`config.mk`:
```
export PLATFORM = sky130hd
export DESIGN_NAME = stq_front
export DESIGN_NICKNAME = d
export VERILOG_FILES = /design/src/rtl/stq_pkg.sv /design/src/rtl/stq_front.sv
export SDC_FILE = /design/constraint.sdc
export NUM_CORES = 1
export LEC_CHECK = 0
export BUFFER_PORTS_ARGS = -buffer_cell sky130_fd_sc_hd__clkbuf_2
export CORE_MARGIN = 3
export CORE_UTILIZATION = 52
export DETAILED_ROUTE_END_ITERATION = 10
export PLACE_DENSITY = 0.79
export REMOVE_ABC_BUFFERS = 1
export SLEW_MARGIN = 0
export SYNTH_ARGS = -nofsm -noshare
export SYNTH_HDL_FRONTEND = slang
export SYNTH_SLANG_ARGS = --single-unit
```
`constraint.sdc`:
```
create_clock -name clk -period 8.6 [get_ports clk]
set_clock_uncertainty 0.1 [all_clocks]
set_input_delay 0 -clock clk [delete_from_list [all_inputs] [get_ports clk]]
set_output_delay 0 -clock clk [all_outputs]
set_load 0.01 [all_outputs]
```
`src/rtl/stq_pkg.sv`:
```
// Shared types and codes of the sorted timer queue.
package stq_pkg;

    localparam logic [2:0] OP_ADD    = 3'd0;
    localparam logic [2:0] OP_DEL    = 3'd1;
    localparam logic [2:0] OP_DELOWN = 3'd2;
    localparam logic [2:0] OP_EXISTS = 3'd3;
    localparam logic [2:0] OP_TICK   = 3'd4;
    localparam logic [2:0] OP_WAIT   = 3'd5;

    localparam logic [1:0] KIND_ACK   = 2'd0;
    localparam logic [1:0] KIND_FIRED = 2'd1;
    localparam logic [1:0] KIND_WAIT  = 2'd2;

    typedef struct packed {
        logic [2:0]  op;
        logic [15:0] owner;
        logic [31:0] timer_id;
        logic [31:0] interval_ms;
        logic [31:0] param;
    } stq_in_t;

    typedef struct packed {
        logic [1:0]  kind;
        logic        status;
        logic        found;
        logic [15:0] fired_owner;
        logic [31:0] fired_id;
        logic [31:0] fired_param;
        logic [47:0] wait_ms;
        logic        last;
    } stq_out_t;

    typedef enum logic [2:0] {
        CLS_ADD,
        CLS_DEL,
        CLS_DELOWN,
        CLS_EXISTS,
        CLS_TICK,
        CLS_WAIT,
        CLS_NOP
    } stq_cls_t;

    typedef struct packed {
        stq_cls_t cls;
        stq_in_t  item;
    } stq_cmd_t;

    typedef struct packed {
        logic [15:0] owner;
        logic [31:0] timer_id;
        logic [31:0] param;
        logic [31:0] interval;
        logic [47:0] expiry;
    } stq_slot_t;

    typedef enum logic [2:0] {
        ST_IDLE,
        ST_SCAN,
        ST_PLACE,
        ST_FIRE,
        ST_ACK
    } stq_state_t;

endpackage

```
`src/rtl/stq_front.sv`:
```
// Front end: accept input beats, classify the op and queue them for the engine.
module stq_front (
    input  logic              clk,
    input  logic              rst_n,
    input  logic              in_valid,
    output logic              in_ready,
    input  stq_pkg::stq_in_t  in_data,
    output logic              cmd_valid,
    input  logic              cmd_ready,
    output stq_pkg::stq_cmd_t cmd
);
    import stq_pkg::*;

    stq_cmd_t   q_reg [2];
    logic       wr_ptr_reg, wr_ptr_next;
    logic       rd_ptr_reg, rd_ptr_next;
    logic [1:0] cnt_reg, cnt_next;
    stq_cmd_t   cls_cmd;
    logic       push, pop;

    always_comb
    begin
        cls_cmd.item = in_data;
        unique case (in_data.op)
            OP_ADD:    cls_cmd.cls = CLS_ADD;
            OP_DEL:    cls_cmd.cls = CLS_DEL;
            OP_DELOWN: cls_cmd.cls = CLS_DELOWN;
            OP_EXISTS: cls_cmd.cls = CLS_EXISTS;
            OP_TICK:   cls_cmd.cls = CLS_TICK;
            OP_WAIT:   cls_cmd.cls = CLS_WAIT;
            default:   cls_cmd.cls = CLS_NOP;
        endcase
    end

    assign in_ready  = (cnt_reg != 2'd2);
    assign cmd_valid = (cnt_reg != 2'd0);
    assign cmd       = q_reg[rd_ptr_reg];
    assign push      = in_valid && in_ready;
    assign pop       = cmd_valid && cmd_ready;

    always_comb
    begin
        wr_ptr_next = push ? ~wr_ptr_reg : wr_ptr_reg;
        rd_ptr_next = pop ? ~rd_ptr_reg : rd_ptr_reg;
        cnt_next    = cnt_reg + {1'b0, push} - {1'b0, pop};
    end

    always_ff @(posedge clk)
    begin
        if (push)
        begin
            q_reg[wr_ptr_reg] <= cls_cmd;
        end
    end

    always_ff @(posedge clk or negedge rst_n)
    begin
        if (!rst_n)
        begin
            wr_ptr_reg <= 1'b0;
            rd_ptr_reg <= 1'b0;
            cnt_reg    <= 2'd0;
        end
        else
        begin
            wr_ptr_reg <= wr_ptr_next;
            rd_ptr_reg <= rd_ptr_next;
            cnt_reg    <= cnt_next;
        end
    end

endmodule

```
==> results.json <==
{
  "postRouteAntennaNets": 0,
  "drt_first_iter_violations": 269,
  "ctsLongestPathBuffers": 3,
  "cell_pwr_density_nw_per_um2": 310.7,
  "rsz0062_at_grt": "false",
  "yosys_register_bits": 240,
  "timing.max_slew.rel_slack_pct": 39.03,
  "floorplan.core_area_um2": 16170,
  "num-fill-cells": 935,
  "multiInputGateArea_um2": 1441,
  "dpl.cell_count": 830,
  "growth_of_design_area_from_synthesis_to_finish_pct": 37.27,
  "chipHeight_um": 135.9,
  "rows": 46,
  "power_leakage_nw": 4.609,
  "yosysWarnings": 0,
  "report.final.hold_viol_count": 0,
  "antenna_found_initial": 1,
  "grt_max_degree": 68,
  "total_wire_length_after_detailed_routing_mm": 18.31,
  "drt_drc_violations_left": 0,
  "numClockSinks": 240,
  "timing.critical_path.arrival_ns": 2.83,
  "final_number_of_setup_violating_endpoints": 0,
  "initial_utilization_pct": 54.22,
  "finalMaxSlewViolations": 0,
  "yosysUniqueCellTypes": 17,
  "worst_setup_path_end_kind": "output pin",
  "grt_pass1_wl_mm": 27.59,
  "clock_root_cell": "clkbuf_16",
  "drt_pre_antenna_iters": 5,
  "dpl-instance-area_um2": 10130,
  "clock_tree_from_tritoncts": "built",
  "run_status": "finished, final reports clean",
  "maxCapViolations": 0,
  "syn_inst": 387,
  "area_of_the_die_um2": 18460,
  "fin_tns_setup_ns": 0,
  "numCtsBuffers": 24,
  "max-vdd-ir-drop_mv": 0.2361,
  "post_synth_instance_area_um2": 8770,
  "worst_skew_pair.late_latency_ns": 0.50,
  "tightest_slew_ns": 0.9145,
  "routed_via_density": 4.975,
  "largest_register_ff_count": 236,
  "globalRoute.totalOverflow": 0,
  "post_route_cells_drive_above_1_share_pct": 50.78,
  "hpwlAfterDp_mm": 10.51,
  "layout_setup_ws_ns": 5.670,
  "post_drt_wl_per_cell_um": 18.48,
  "startpoint_type": "flip-flop",
  "fin_nets": 880,
  "die_w_um": 135.9,
  "dr_total_vias": 4930,
  "worst-endpoint-required_ns": 8.50,
  "routabilityCongestion": 0.7336,
  "mostFrequentLayoutCells": "clkbuf_2 (238), edfxtp_1 (236), dlygate4sd3_1 (119)",
  "path_max_fanout": 62,
  "critical_path_class": "reg2out",
  "grt_pass1_vias": 5348,
  "hold_path_class": "in2reg",
  "sequential_element_share_of_the_synthesized_area_pct": 81.95,
  "final_common_cell": "clkbuf_2",
  "post-place-ws_ns": 6.017,
  "period_share_pct": 34.07,
  "syn_area_per_cell_um2": 22.66,
  "final.min_clock_period_ns": 2.930,
  "htreeDepth": 1,
  "finish.instance_area_um2": 12040,
  "number_of_i_o_port_buffers": 238,
  "top_level_ports": 239,
  "finalNonFillerCells": 991,
  "clk_pin_slew_worst_paths_ns": 0.06,
  "storage_element_area_um2": 7191,
  "gr_usage_total_pct": 19.24,
  "max_freq_mhz": 341.3
}
-- stage by stage --
stage / utilization (%) / power [mW] / hold WS, ns
global route: 74.43 / 3.909 / 0.1267
CTS: 74.42 / 3.764 / 0.1024
finish: 74.43 / 3.741 / 0.1321
global placement: 62.62 / 2.737 / -0.2916
detailed placement: 62.62 / 2.773 / -0.2882
floorplan: - / 2.399 / -0.3956
-- cell type report --
class / instances / area share [%]
sequential: 240 / 59.73
clock buffer: 30 / 5.353
multi-input combinational: 131 / 11.97
tap: 216 / 2.245
inverter: 1 / 0.03118
antenna: 1 / 0.02079
clock inverter: 11 / 0.6028
timing repair buffer: 361 / 20.04
-- worst max-delay path: stages (launching register included) --
cell	delay [ns]
dfrtp_4	0.92
buf_4	0.76
mux2_2	0.43
clkbuf_2	0.14
-- final timing paths --
kind                       slack [ns]                    from                endpoint  depth (start not counted)
setup / recovery                 5.67  rd_ptr_reg$_DFFE_PN0P_                  cmd[1]                          3
hold / removal                   0.13             in_data[82]  q_reg[0][82]$_DFFE_PP_                          2
setup reg to reg                 6.05    cnt_reg[1]$_DFF_PN0_   q_reg[1][5]$_DFFE_PP_                          3
hold reg to reg                  0.39    cnt_reg[1]$_DFF_PN0_    cnt_reg[1]$_DFF_PN0_                          1
max in group asynchronous        7.91                   rst_n  rd_ptr_reg$_DFFE_PN0P_                          3
min in group asynchronous        0.30                   rst_n  rd_ptr_reg$_DFFE_PN0P_                          3
-- routing by layer --
layer  track usage (%)  wire, um  vias up
met5                 0         0        -
met4             5.711       497        0
met2             35.98      9767      187
met3             4.700      1224       40
li1                  -         -     2280
met1             21.81      6821     2423
-- Yosys cell counts (all sizes together) --
| library cell | instances | area, um2 |
|---|---|---|
| and2 | 1 | 6.260 |
| ha | 2 | 25.02 |
| or2 | 1 | 6.260 |
| inv | 1 | 3.750 |
| buf | 13 | 142.6 |
| xnor2 | 3 | 26.28 |
| mux2 | 118 | 1329 |
| edfxtp | 236 | 7087 |
| dfrtp | 4 | 100.1 |
| nor2 | 1 | 3.750 |
| xor2 | 1 | 8.760 |
| and3 | 1 | 6.260 |
| clkbuf | 2 | 7.510 |
| nand2 | 1 | 3.750 |
| a21boi | 1 | 7.510 |
| nand2b | 1 | 6.260 |
-- cells by family after synthesis --
group	Yosys count	synth area share, %
mux	118	15.15
flops	240	81.95
compound gates	1	0.08564
xor+xnor	4	0.3996
buf+inv	16	1.755
simple gates	6	0.3711
fa+ha+maj	2	0.2853
-- power breakdown --
group | internal, mW | total, mW | leakage (nW) | switching, mW
sequential | 1.60 | 1.72 | 2.24 | 0.113
clock | 0.555 | 0.945 | 0.353 | 0.390
combinational | 0.505 | 1.08 | 2.02 | 0.574
-- timing repair --
action | CTS | global route
resized for setup | 0 | 0
hold buffers | 119 | 0
buffers inserted | 0 | 0
hold endpoints to repair | 242 | 0
Power figures use the tool's default switching activity.
